--- src/rtl/tcw_pkg.sv ---
// ----------------------------------------------------------------------------
// tcw_pkg
// Shared types and constants for the text console writer.
// ----------------------------------------------------------------------------
package tcw_pkg;

   localparam int COLUMNS_DEF = 80;
   localparam int ROWS_DEF    = 25;
   localparam int QUEUE_DEPTH = 2;

   localparam logic [7:0]  CH_NEWLINE  = 8'h0A;
   localparam logic [7:0]  CH_RETURN   = 8'h0D;
   localparam logic [7:0]  CH_BLANK    = 8'h20;
   localparam logic [15:0] RESET_BLANK = 16'h0720;

   localparam logic [3:0] FG_RESET = 4'd7;
   localparam logic [3:0] BG_RESET = 4'd0;

   localparam logic [1:0] REQ_PUT   = 2'd0;
   localparam logic [1:0] REQ_CLEAR = 2'd1;
   localparam logic [1:0] REQ_READ  = 2'd2;

   localparam logic [0:0] CSR_FG = 1'b0;
   localparam logic [0:0] CSR_BG = 1'b1;

   typedef enum logic [2:0] {
      OP_GLYPH,
      OP_NEWLINE,
      OP_RETURN,
      OP_CLEAR,
      OP_READ,
      OP_NONE
   } tcw_op_type;

   typedef struct packed {
      tcw_op_type  op;
      logic [7:0]  glyph;
      logic [10:0] cell_index;
      logic        in_range;
   } tcw_cmd_type;

   typedef struct packed {
      logic [4:0]  cursor_row;
      logic [6:0]  cursor_col;
      logic [10:0] cursor_position;
      logic [15:0] cell_data;
      logic        scrolled;
   } tcw_rsp_type;

endpackage

--- src/rtl/tcw_front.sv ---
// ----------------------------------------------------------------------------
// tcw_front
// Request decode: sorts each beat into a console command.
// ----------------------------------------------------------------------------
module tcw_front
   import tcw_pkg::*;
#(
   parameter int COLUMNS = COLUMNS_DEF,
   parameter int ROWS    = ROWS_DEF
) (
   input  logic [1:0]  req_type,
   input  logic [7:0]  req_char_code,
   input  logic [10:0] req_cell_index,
   output tcw_cmd_type cmd
);

   localparam int CELLS = ROWS * COLUMNS;

   always_comb begin
      cmd.glyph      = req_char_code;
      cmd.cell_index = req_cell_index;
      cmd.in_range   = (32'(req_cell_index) < CELLS);
      unique case (req_type)
         REQ_PUT: begin
            if (req_char_code == CH_NEWLINE) begin
               cmd.op = OP_NEWLINE;
            end else if (req_char_code == CH_RETURN) begin
               cmd.op = OP_RETURN;
            end else begin
               cmd.op = OP_GLYPH;
            end
         end
         REQ_CLEAR: cmd.op = OP_CLEAR;
         REQ_READ:  cmd.op = OP_READ;
         default:   cmd.op = OP_NONE;
      endcase
   end

endmodule

--- config.mk ---
export PLATFORM = sky130hd
export DESIGN_NAME = tcw_front
export DESIGN_NICKNAME = d
export VERILOG_FILES = /design/src/rtl/tcw_pkg.sv /design/src/rtl/tcw_front.sv
export SDC_FILE = /design/constraint.sdc
export NUM_CORES = 1
export LEC_CHECK = 0
export ABC_AREA = 0
export BUFFER_PORTS_ARGS = -buffer_cell sky130_fd_sc_hd__buf_4
export CORE_AREA = 8 8 45 47
export DETAILED_ROUTE_END_ITERATION = 10
export DIE_AREA = 0 0 53 55
export GPL_TIMING_DRIVEN = 0
export SYNTH_ARGS = -nofsm -noshare
export SYNTH_HDL_FRONTEND = slang
export SYNTH_SLANG_ARGS = --single-unit
--- constraint.sdc ---
create_clock -name vclk -period 0.8
set_input_delay 0.08 -clock vclk [all_inputs]
set_output_delay 0.08 -clock vclk [all_outputs]
set_load 0.05 [all_outputs]
* Word level (Yosys, flattened, before mapping)
Cells that the tools add are included.
Word-level totals: logic and storage cells 9, bits of input ports 21, register bits 0, output and inout port bits 23
Operators by class: $lt $le $gt $ge 1, eq/ne operators 4, reduce and logical (&&, ||, !) cells 1, mux-type cells 3
Operator list (count):
- 8-bit by 4-bit equality test with 1-bit output, second input constant | 2
- 11-bit less-than comparator, second input constant | 1
- 3-bit case mux with 3 select lines | 1
- 2-bit 2-to-1 mux | 2
- 2-bit by 1-bit equality test with 1-bit output, second input constant | 1
- 2-bit equality test, second input constant | 1
- 2-bit logical NOT | 1

* Depth between registers and ports, before layout
depth after elaboration 4, mapped depth 2, depth with buffers taken out 2

* Least setup slack after synthesis
No wires, ideal clock.
kind input-to-output, start point input req_cell_index[5], end point output cmd[0] in the netlist's numbering, arrival time 0.916 ns, path slack -0.196 ns, buffers on the path 0, data required time 0.720 ns, stages 1, cell sequence o2111ai_1
On the way: cells in the longest elaborated chain, start to end 1
RTL lines:
- from (decl) | RTL line tcw_front.sv:13 | input logic [10:0] req_cell_index,
- 11-bit less-than comparator | RTL line tcw_front.sv:22 | cmd.in_range = (32'(req_cell_index) < CELLS);
- to (decl) | RTL line tcw_front.sv:14 | output tcw_cmd_type cmd
No other way between the ends.

==> flow_summary.json <==
{
  "antenna_violations_before_repair": 0,
  "initial_core_util_pct": 15.73,
  "path_cells": "buf_8 > nor4b_4 > a41o_2 > buf_8",
  "antenna_diode_count": 0,
  "cp_max_fo": 2,
  "yosys_warnings": 0,
  "dr_total_vias": 323,
  "number_of_hold_violations_in_the_final_report": 0,
  "floorplan.rows": 14,
  "status": "finished, violations left",
  "dieArea_um2": 2915,
  "power.leakage_nw": 0.3346,
  "largest_net_degree_at_the_start_of_global_routing": 4,
  "globalplace.congestion": 0.6667,
  "failed_checks": "negative setup slack",
  "numPortBuffers": 40,
  "grt_usage_pct": 5.777,
  "worst_setup_path_start_kind": "input port",
  "vdd_ir_drop_max_mv": 0.2590,
  "cp.required_ns": 0.72,
  "critPathCaptureType": "output port",
  "worst_hold_path.endpoint": "cmd[1]",
  "floorplan.io_pins": 44,
  "synth_top_cell_area_share_pct": 65.52,
  "synth-seq-area-share_pct": 0,
  "ant_nets": 0,
  "cp_slowest_cell": "nor4b_4",
  "netlist_area_um2": 217.7,
  "placement.setup.worst_slack_ns": -0.1884,
  "max_freq_mhz": 1078,
  "min_period_over_period_pct": 115.9,
  "detail_route.vias_per_cell": 3.800,
  "final_common_cell": "buf_4",
  "arrival_time_of_the_worst_setup_path_ns": 0.85,
  "path_common_cell": "buf_8",
  "worstHoldStart": "req_cell_index[0]",
  "critical_path.n_buffers_inverters": 2,
  "overflow": 0,
  "die_y_um": 55,
  "post-route-worst-setup-slack_ns": -0.1274,
  "wl_per_cell_um": 11.60,
  "max_cap_viol": 0,
  "worst-slew-pin-transition_ns": 0.2230,
  "syn_nets": 50,
  "critPathKind": "in2out",
  "rsz0062_at_grt": "yes",
  "synth.lib_cells_used.distinct": 10,
  "postSynthCellCount": 29,
  "multiInputGateArea_um2": 83.83,
  "first_pass_iters": 1,
  "syn_area_per_cell_um2": 7.507,
  "route.detailed.drc": 0,
  "postRouteWirelength_um": 986,
  "period_minus_slack_ns": 0.9274,
  "cellPowerDensity_nw_per_um2": 853.6,
  "final-seq-area_um2": 0,
  "post_route_cells_drive_above_1_share_pct": 91.30,
  "drv_slew": 0,
  "netlist_top_cells_area": "buf_4 66%, nor4b_2 6.9%, a32o_2 5.2%",
  "detail_route.iter0.violations": 0,
  "final_cell_mix": "55 x buf_4, 2 x nor2_1, 2 x buf_8, 2 x buf_6",
  "filler_cell_count": 146,
  "layout.clock_buffers": 0,
  "post_synthesis_cell_type_with_the_largest_combined_area": "buf_4",
  "maxSlewHeadroom_pct": 85.07,
  "postLayoutCoreUtil_pct": 41.68,
  "placeableCoreArea_um2": 1384,
  "first_global_vias": 339,
  "syn_to_final_growth_pct": 164.9,
  "flops_and_latches": 0,
  "cp_slowest_stage_delay_ns": 0.28,
  "finalNetCount": 92,
  "die_x_um": 53,
  "hold_path_class": "in2out",
  "finalSetupViolCount": 2,
  "number_of_stages_on_the_worst_hold_path": 2,
  "grt_pass1_wl_mm": 1.345,
  "critical-path-top-delay-family": "simple AND/OR/NAND/NOR gates"
}
## cell usage after synthesis
master	instances
buf_4	19
nor2_1	2
a32o_2	1
a41o_1	1
and3_1	1
and3b_1	1
clkbuf_1	1
inv_1	1
nor4b_2	1
o2111ai_1	1
## routing by layer
layer	vias up	share of wire [%]	GRT usage, %	wire length (um)
met5	-	0	0	0
met4	0	0	0	0
met1	134	33	5.430	322
li1	159	-	-	-
met3	0	20	3.743	202
met2	30	47	10.94	461
## final cells by class
type	instances	area share [%]
Timing Repair Buffer	40	55.97
Buffer	20	25.38
Multi-Input combinational cell	8	14.53
Tap cell	16	3.471
Inverter	1	0.6508
## per-stage QoR
stage	hold slack [ns]	setup TNS [ns]	total power, mW	area [um^2]	cells
6_report	0.4151	-0.2422	0.4924	576.8	85
3_3_place_gp	0.4165	-0.3447	0.4817	554.3	85
4_1_cts	0.4165	-0.2629	0.4963	573.1	85
2_1_floorplan	0.3271	-0.008817	0.3090	234.0	29
3_5_place_dp	0.4167	-0.3645	0.4853	554.3	85
5_1_grt	0.4197	-0.2849	0.5131	576.8	85
## how the worst max path moves through the flow
stage,endpoint,startpoint,depth (start not counted),slack (ns)
final,cmd[20],req_char_code[4],4,-0.13
after global placement,cmd[20],req_type[1],4,-0.18
after global routing,cmd[20],req_char_code[4],4,-0.15
after floorplan,cmd[21],req_type[1],2,-0.009
after detailed placement,cmd[20],req_type[1],4,-0.19
after CTS,cmd[20],req_char_code[4],4,-0.14
## cell families (layout without fill, tap and decap cells)
kind of cell	Yosys count	in the layout	synth area share, %
compound gates	3	3	13.79
buf+inv	21	61	68.96
simple gates	5	5	17.24
## power breakdown
part,internal [mW],switching [mW]
sequential,0,0
combinational,0.209,0.283
clock,0,0
total,0.209,0.283
## what timing repair did
action | CTS | global route
endpoints found under the setup margin | 2 | 2
hold buffers | 0 | 0
pin swaps | 2 | 1
setup buffers | 0 | 0
resized for setup | 5 | 1
No activity file was read; power rests on OpenSTA's default activity.
