[config.mk]
export PLATFORM = sky130hd
export DESIGN_NAME = tcw_fifo
export DESIGN_NICKNAME = d
export VERILOG_FILES = /design/src/rtl/tcw_pkg.sv /design/src/rtl/tcw_fifo.sv
export SDC_FILE = /design/constraint.sdc
export NUM_CORES = 1
export LEC_CHECK = 0
export ABC_AREA = 1
export BUFFER_PORTS_ARGS = -buffer_cell sky130_fd_sc_hd__buf_2
export CAP_MARGIN = 15
export CORE_MARGIN = 3
export CORE_UTILIZATION = 28
export CTS_CLUSTER_DIAMETER = 120
export DETAILED_ROUTE_END_ITERATION = 8
export HOLD_SLACK_MARGIN = 0.06
export SLEW_MARGIN = 20
export SYNTH_ARGS = -nofsm -noshare
export SYNTH_HDL_FRONTEND = slang
export SYNTH_SLANG_ARGS = --single-unit
[constraint.sdc]
create_clock -name clock -period 1.3 [get_ports clock]
set_input_delay 0.13 -clock clock [delete_from_list [all_inputs] [get_ports clock]]
set_output_delay 0.13 -clock clock [all_outputs]
set_load 0.005 [all_outputs]
[src/rtl/tcw_pkg.sv]
// ----------------------------------------------------------------------------
// tcw_pkg
// Shared types and constants for the text console writer.
// ----------------------------------------------------------------------------
package tcw_pkg;

   localparam int COLUMNS_DEF = 80;
   localparam int ROWS_DEF    = 25;
   localparam int QUEUE_DEPTH = 2;

   localparam logic [7:0]  CH_NEWLINE  = 8'h0A;
   localparam logic [7:0]  CH_RETURN   = 8'h0D;
   localparam logic [7:0]  CH_BLANK    = 8'h20;
   localparam logic [15:0] RESET_BLANK = 16'h0720;

   localparam logic [3:0] FG_RESET = 4'd7;
   localparam logic [3:0] BG_RESET = 4'd0;

   localparam logic [1:0] REQ_PUT   = 2'd0;
   localparam logic [1:0] REQ_CLEAR = 2'd1;
   localparam logic [1:0] REQ_READ  = 2'd2;

   localparam logic [0:0] CSR_FG = 1'b0;
   localparam logic [0:0] CSR_BG = 1'b1;

   typedef enum logic [2:0] {
      OP_GLYPH,
      OP_NEWLINE,
      OP_RETURN,
      OP_CLEAR,
      OP_READ,
      OP_NONE
   } tcw_op_type;

   typedef struct packed {
      tcw_op_type  op;
      logic [7:0]  glyph;
      logic [10:0] cell_index;
      logic        in_range;
   } tcw_cmd_type;

   typedef struct packed {
      logic [4:0]  cursor_row;
      logic [6:0]  cursor_col;
      logic [10:0] cursor_position;
      logic [15:0] cell_data;
      logic        scrolled;
   } tcw_rsp_type;

endpackage

[src/rtl/tcw_fifo.sv]
// ----------------------------------------------------------------------------
// tcw_fifo
// Small register queue with full/valid flags.
// ----------------------------------------------------------------------------
module tcw_fifo
   import tcw_pkg::*;
#(
   parameter int WIDTH = 8,
   parameter int DEPTH = QUEUE_DEPTH
) (
   input  logic             clock,
   input  logic             reset,
   input  logic             push,
   input  logic [WIDTH-1:0] wdata,
   output logic             full,
   input  logic             pop,
   output logic [WIDTH-1:0] rdata,
   output logic             valid
);

   localparam int PW   = (DEPTH > 1) ? $clog2(DEPTH) : 1;
   localparam int CNTW = $clog2(DEPTH + 1);

   logic [WIDTH-1:0] slot_ff [DEPTH];
   logic [PW-1:0]    wr_ptr_ff, wr_ptr_in;
   logic [PW-1:0]    rd_ptr_ff, rd_ptr_in;
   logic [CNTW-1:0]  count_ff, count_in;
   logic             do_push, do_pop;

   assign full    = (count_ff == CNTW'(DEPTH));
   assign valid   = (count_ff != '0);
   assign rdata   = slot_ff[rd_ptr_ff];
   assign do_push = push & ~full;
   assign do_pop  = pop & valid;

   always_comb begin
      wr_ptr_in = wr_ptr_ff;
      rd_ptr_in = rd_ptr_ff;
      count_in  = count_ff;
      if (do_push) begin
         wr_ptr_in = (wr_ptr_ff == PW'(DEPTH - 1)) ? '0 : wr_ptr_ff + 1'b1;
      end
      if (do_pop) begin
         rd_ptr_in = (rd_ptr_ff == PW'(DEPTH - 1)) ? '0 : rd_ptr_ff + 1'b1;
      end
      if (do_push && !do_pop) begin
         count_in = count_ff + 1'b1;
      end else if (do_pop && !do_push) begin
         count_in = count_ff - 1'b1;
      end
   end

   always_ff @(posedge clock) begin
      if (do_push) begin
         slot_ff[wr_ptr_ff] <= wdata;
      end
      if (reset) begin
         wr_ptr_ff <= '0;
         rd_ptr_ff <= '0;
         count_ff  <= '0;
      end else begin
         wr_ptr_ff <= wr_ptr_in;
         rd_ptr_ff <= rd_ptr_in;
         count_ff  <= count_in;
      end
   end

endmodule

# --- After elaboration in Yosys (flattened, before gate mapping) ---
# Memory sizes are Yosys's and may differ from the RTL's. A register that Yosys moved wholly into a read port is not among the register bits.
# Cells that the tools add are included.
op_classes:
  addsub: 4
  mux: 8
  magnitude_cmp: 0
  shift: 0
  eq_ne: 1
  multipliers: 0
  div_mod_pow: 0
  n_reduce_logical: 6
  bitwise: 3
ops:
  columns: ["operator", "count"]
  rows:
  - ["2-to-1 mux 1 bit", 6]
  - ["2-to-1 mux 2 bit", 2]
  - ["nonzero test 2 bit", 2]
  - ["adder 1 bit (second input constant)", 2]
  - ["adder 2 x 1 -> 2 bit (second input constant)", 1]
  - ["AND 1 bit", 2]
  - ["equality test 2 bit (second input constant)", 1]
  - ["logical AND 1 bit", 2]
  - ["zero test 1 bit", 2]
  - ["subtractor 2 x 1 -> 2 bit (second input constant)", 1]
  - ["inverter 1 bit", 1]
totals:
  mem_bits_rw: 16
  inputBits: 12
  regBits: 4
  memories: 1
  latch_bits: 0
  rom_bits: 0
  wordCells: 26
  out_inout_bits: 10
memory_table:
  columns: ["name", "depth", "width", "read_ports", "rd_ports_with_merged_regs", "wr", "line_no", "rtl"]
  rows:
  - ["slot_ff", 2, 8, 1, 1, 1, "tcw_fifo.sv:24", "logic [WIDTH-1:0] slot_ff [DEPTH];"]

# --- Longest topological paths before layout ---
# Gate-level depths: netlist of run 1.
depth:
  ltp_word: 7
  mapped_depth: 10

# --- Worst setup path after synthesis of run 1 ---
# Ideal clock, no wire load.
synth_path:
  path_kind: "register to register"
  start: "reg count_ff[0]"
  end: "reg count_ff[1]"
  setup_ns: 0.064
  path_buffers: 0
  path_slack_ns: 0.025
  t_arrival_ns: 1.211
  required_ns: 1.236
  path_stages_with_launch: 10
  path_cell_list: "dfxtp_1 inv_2 nand2_1 nand2_1 ha_1 inv_1 nand3_1 nand2_1 inv_1 nor2_1"
synth_lines:
  columns: ["item", "line_no", "rtl"]
  rows:
  - ["start: declaration", "tcw_fifo.sv:27", "logic [CNTW-1:0] count_ff, count_in;"]
  - ["start signal: assignment", "tcw_fifo.sv:64", "count_ff <= count_in;"]
  - ["nonzero test 2 bit (*)", "tcw_fifo.sv:31", "assign valid = (count_ff != '0);"]
  - ["via valid", "tcw_fifo.sv:18", "output logic valid"]
  - ["AND 1 bit (*)", "tcw_fifo.sv:34", "assign do_pop = pop & valid;"]
  - ["zero test 1 bit", "tcw_fifo.sv:46", "if (do_push && !do_pop) begin"]
  - ["logical AND 1 bit", "tcw_fifo.sv:46", null]
  - ["2-to-1 mux 2 bit or nonzero test 2 bit (tied branches)", null, null]
# The timed path passes the listed nets; every way through them passes the cells marked *. The select of a mux whose other input is x is not followed.
# A chain may end at the register's enable or synchronous reset.

==> flow_summary.ini, run 1 <==
[min_path]
min_path_cells = 4
hp-class = in2reg

[critical_path]
crit_arrival_ns = 1.20
r2r_end = count_ff[1]$_SDFFE_PP0P_
slowest_stage = dfxtp_4
path_class = reg2out
crit_fanout = 8
critPathCapture = rdata[4]
cp-start-kind = register
worstReg2RegStart = count_ff[0]$_SDFFE_PP0P_
r2r_cells = 8
max_stage_delay_ns = 0.46
path_cells = mux2_4 -> buf_6
endpoint_kind = primary output
crit_required_ns = 1.17
r2r_slack_ns = 0.04

[cts]
path_clk_slew_ns = 0.11
cts_max_path_buffers = 2
cts_root_buf = clkbuf_4
cts.sink_count = 21
htree_levels = 1
cts_buffers = 3
tritoncts = yes
clk_latency_ns = 0.29

[place]
dpl.hpwl_um = 992
dpl.cell_count = 117
io_buffers = 21
gp_congestion = 0.675
post_dp_cell_area_um2 = 995

[grt]
top_usage_layer = met2
antenna_found_initial = 0
grt_max_degree = 13
grt.total_usage_pct = 9.05
overflow = 0
gr-usage-met3_pct = 4.54
grt_pass1_vias = 595
grt_use_met2_pct = 16.0
grtUsageMet1_pct = 9.97
grt_pass1_wl_um = 2420

[synthesis]
postSynthAreaPerCell_um2 = 13.2
synthCells = 62
ys_types = 14
syn_nets = 75
yosys_register_bits = 21
ys.warnings.count = 0
synthTopCellsByArea = edfxtp_1 (59%), dfxtp_1 (12%), mux2_2 (11%)
synth_top_area_cell = edfxtp_1
yosys.area.top_type_share_pct = 58.6
netlist_area_um2 = 820
ys_seq_area_share_pct = 70.8

[timing]
rsz0062_at_grt = true
drv_slew = 0
finalSetupViolations = 8
period_share_pct = 102
hold_violations = 0
fin_crit_ns = 1.33
fmax_ghz = 0.755
finClkSkew_ns = 0.00344
worst_pin_slew_ns = 0.171
slew_headroom_pct = 88.6
worst_slack_ns = -0.0252

[status]
status = finished, violations left
violations = setup timing

[cells_and_area]
area_growth_syn_to_layout_pct = 47.2
instances_no_fill = 131
postLayoutCellArea_um2 = 1210
layout-drive-gt1-share_pct = 47.5
nNetsFinal = 115
num_antenna_cells = 0

[die]
rows = 18
start_util_pct = 31.1
coreArea_um2 = 2640
die_area_um2 = 3610
die_h_um = 60.1
top_level_ports = 22
die_x_um = 60.1

[detailed_routing]
viasPerCell = 4.32
via_count = 566
remaining_drc_errors = 0
post_drt_wl_per_cell_um = 11.0
detail_route.iter0.violations = 7
drt_wl_total_um = 1450
ant_nets = 0
dr.pass1.iters = 3

[run]
drv_cap = 0

[power]
p_leak_nw = 0.524
p_per_area_nw_per_um2 = 1700
p_total_mw = 2.05
ir_worst_vdd_mv = 1.49
==> worst min path at each step <==
stage | start | to
after floorplan | wdata[0] | slot_ff[0][0]$_DFFE_PP_
after global placement | wdata[6] | slot_ff[0][6]$_DFFE_PP_
after detailed placement | wdata[0] | slot_ff[1][0]$_DFFE_PP_
after CTS | reset | count_ff[1]$_SDFFE_PP0P_
after global routing | reset | count_ff[1]$_SDFFE_PP0P_
final | reset | count_ff[1]$_SDFFE_PP0P_
==> through the flow <==
step	hold slack (ns)	setup TNS, ns	setup WS [ns]	util, %
after CTS	0.0873	-0.380	-0.0529	45.4
after detailed placement	0.325	-0.0125	-0.0125	37.7
after floorplan	0.229	0	0.0250	-
after global placement	0.321	0	0.0510	37.7
final	0.108	-0.170	-0.0252	45.8
after global routing	0.104	-0.748	-0.0894	45.8
==> critical path: cells and delay by family (launching register included) <==
family,cells,cell delay [ns]
buffers and inverters,1,0.11
multiplexers,1,0.32
flip-flops,1,0.46
==> state kept, by name, summed over array words and instances (netlist names), named ones only <==
register and cells:
count_ff 2, rd_ptr_ff 1, wr_ptr_ff 1, slot_ff 16
==> logic make-up after synthesis <==
group / after synthesis / synth area share [%]
DFF: 21 / 70.8
and+or+nand+nor: 18 / 8.86
buffers and inverters: 9 / 4.27
muxes: 8 / 11.0
AOI/OAI and AO/OA: 5 / 3.51
adders and majority gates: 1 / 1.53
==> cells in the final DEF, fill, tap and decap left out <==
master and instances:
clkinv_2 1, nor2_1 8, inv_1 4, inv_2 4, clkbuf_4 3, a21oi_1 2
buf_4 7, nand4_1 1, buf_6 8, nand3_1 2, o21ai_0 2, dfxtp_2 1
nand2_1 7, o21ai_2 1, dfxtp_4 2, ha_1 1, buf_2 13, mux2_4 8
dfxtp_1 2, edfxtp_1 16, dlygate4sd3_1 8
==> cells in the mapped netlist, drive strengths merged <==
cell and count:
nand4 1, inv 8, nand3 2, a21oi 2, buf 1, dfxtp 5
o21ai 3, ha 1, edfxtp 16, nor2 8, nand2 7, mux2 8
==> layout make-up <==
type	instances	area, um2
Timing Repair Buffer	36	288
Sequential cell	21	589
Clock buffer	3	22.5
Inverter	8	30.0
Clock inverter	1	5.00
Fill cell	240	1430
Tap cell	30	37.5
Multi-Input combinational cell	32	234
==> report_power, final <==
| part | internal, mW | switching (mW) | total [mW] |
|---|---|---|---|
| combinational | 0.467 | 0.320 | 0.787 |
| clock | 0.114 | 0.185 | 0.300 |
| sequential | 0.873 | 0.0904 | 0.963 |
==> metal layers <==
layer  routed length (um)  up-vias  share of wire, %
met5                    0        -                 0
met4                    0        0                 0
met3                  111        0               7.7
met2                  743       17                51
met1                  592      257                41
li1                     -      292                 -
==> repair_timing <==
action	4_1_cts	5_1_grt
gates resized for setup	21	3
hold buffers	8	0
hold endpoints to repair	16	0
buffers inserted	2	0
setup endpoints to repair	9	10
pin swaps	1	1
No activity file was read; power rests on OpenSTA's default activity.
==> run 2, diff against run 1 <==
- CELL_PAD_IN_SITES_DETAIL_PLACEMENT: not set -> 1
- CELL_PAD_IN_SITES_GLOBAL_PLACEMENT: not set -> 1
- CORE_ASPECT_RATIO: not set -> 0.9
- PLACE_DENSITY_LB_ADDON: not set -> 0.1
- RECOVER_POWER: not set -> 50
==> run 2 against run 1 <==
Against the previous run: the flow still finishes with violations (setup timing); clock power increased by 4%; critical path depth unchanged; sequential share of layout area decreased by 0.35 points; global-route usage increased by 0.93 points; largest cell class unchanged; combinational power decreased by 2.7%; cell count increased by 6.9%.
==> flow_summary.ini, run 2 (same netlist as run 1, synthesis figures left out) <==
[power]
p_leak_nw = 0.516
pwr-share-seq_pct = 47.3
ir_worst_vdd_mv = 0.650
p_clk_share_pct = 15.2
switching_power_mw = 0.600
p_comb_share_pct = 37.5
p_int_mw = 1.44
p_sw_share_pct = 29.4
p_total_mw = 2.04
p_per_area_nw_per_um2 = 1680

[critical_path]
endpoint_kind = primary output
path_class = reg2out
r2r_slack_ns = 0.04
crit_fanout = 8
crit_required_ns = 1.17
r2r_cells = 8
cp-start-kind = register
worstReg2RegStart = count_ff[0]$_SDFFE_PP0P_
crit_arrival_ns = 1.20

[detailed_routing]
dr.pass1.iters = 2
drt_wl_total_um = 1550
ant_nets = 0
viasPerCell = 4.20
remaining_drc_errors = 0
via_count = 588
post_drt_wl_per_cell_um = 11.1
detail_route.iter0.violations = 7

[cells_and_area]
fillers = 286
final_core_util_pct = 46.4
instances_no_fill = 140
num_antenna_cells = 0
final_common_cell = edfxtp_1
reg_top3 = slot_ff x16, count_ff x2
mostFrequentLayoutCells = edfxtp_1 (16), buf_2 (10)
postLayoutCellArea_um2 = 1210
area_growth_syn_to_layout_pct = 48.2
largest_reg_flops = 16
nNetsFinal = 116
layout-drive-gt1-share_pct = 41.2
largest-register = slot_ff

[grt]
grt_pass1_wl_um = 2750
grt_pass1_vias = 651
grt_max_degree = 12
grt.total_usage_pct = 9.98
top_usage_layer = met2
gr-usage-met3_pct = 5.12
antenna_found_initial = 0
grtUsageMet1_pct = 10.6
grt_use_met2_pct = 17.0
overflow = 0

[status]
status = finished, violations left
violations = setup timing

[timing]
slew_headroom_pct = 89.3
drv_slew = 0
fin_crit_ns = 1.33
period_share_pct = 102
finalSetupViolations = 8
hold_slack_ns = 0.0924
hold_violations = 0
rsz0062_at_grt = true
worst_pin_slew_ns = 0.160
worst_slack_ns = -0.0309
finClkSkew_ns = 0.00279
fmax_ghz = 0.751
tns_ns = -0.225

[cts]
cts_max_path_buffers = 2
cts_root_buf = clkbuf_4
cts.sink_count = 21
path_clk_slew_ns = 0.11
tritoncts = yes
cts_buffers = 3
clk_latency_ns = 0.30
htree_levels = 1

[die]
die_area_um2 = 3610
top_level_ports = 22
die_h_um = 57.3
die_x_um = 63.0
coreArea_um2 = 2620
rows = 17
start_util_pct = 31.3

[place]
io_buffers = 21
dpl.cell_count = 128
gp_congestion = 0.753
dpl.hpwl_um = 1170
place_ws_ns = -0.0450
post_dp_cell_area_um2 = 1030

[min_path]
hp-class = in2reg
min-delay-start = reset
min_path_cells = 4

[run]
drv_cap = 0
-- run 2: power by group through the flow --
stage          clock, mW  combinational [mW]  sequential, mW
2_1_floorplan          0               0.358           0.913
3_3_place_gp           0               0.625           0.946
3_5_place_dp           0               0.633           0.954
4_1_cts            0.324               0.662           0.945
5_1_grt            0.355               0.865           0.985
6_report           0.311               0.766           0.965
-- run 2: path summary, 6_finish.rpt --
kind                                   end
setup reg to reg  count_ff[1]$_SDFFE_PP0P_
hold / removal    count_ff[1]$_SDFFE_PP0P_
hold reg to reg   count_ff[0]$_SDFFE_PP0P_
setup / recovery                  rdata[3]
-- run 2: area by class of cell --
type	instances	area, um2	area share, %
Sequential cell	21	589	48.5
Timing Repair Buffer	37	288	23.7
Multi-Input combinational cell	32	234	19.3
Tap cell	38	47.5	3.91
Inverter	8	30.0	2.47
Clock buffer	4	26.3	2.16
-- run 2: critical path, cell delays in order (launching register included) --
cell and delay, ns:
dfxtp_4 0.46, mux2_4 0.32, buf_6 0.11
-- run 2: repair_timing --
| item | CTS | global route |
|---|---|---|
| hold endpoints to repair | 16 | 0 |
| hold buffers | 8 | 0 |
| resized for setup | 4 | 19 |
| setup endpoints to repair | 10 | 10 |
| pin swaps | 0 | 0 |
| setup buffers | 0 | 0 |
-- run 2: layer usage --
metal  routed length, um  share of wire, %
met3                 107               6.9
met4                  23               1.5
met2                 783                51
met5                   0                 0
met1                 636                41
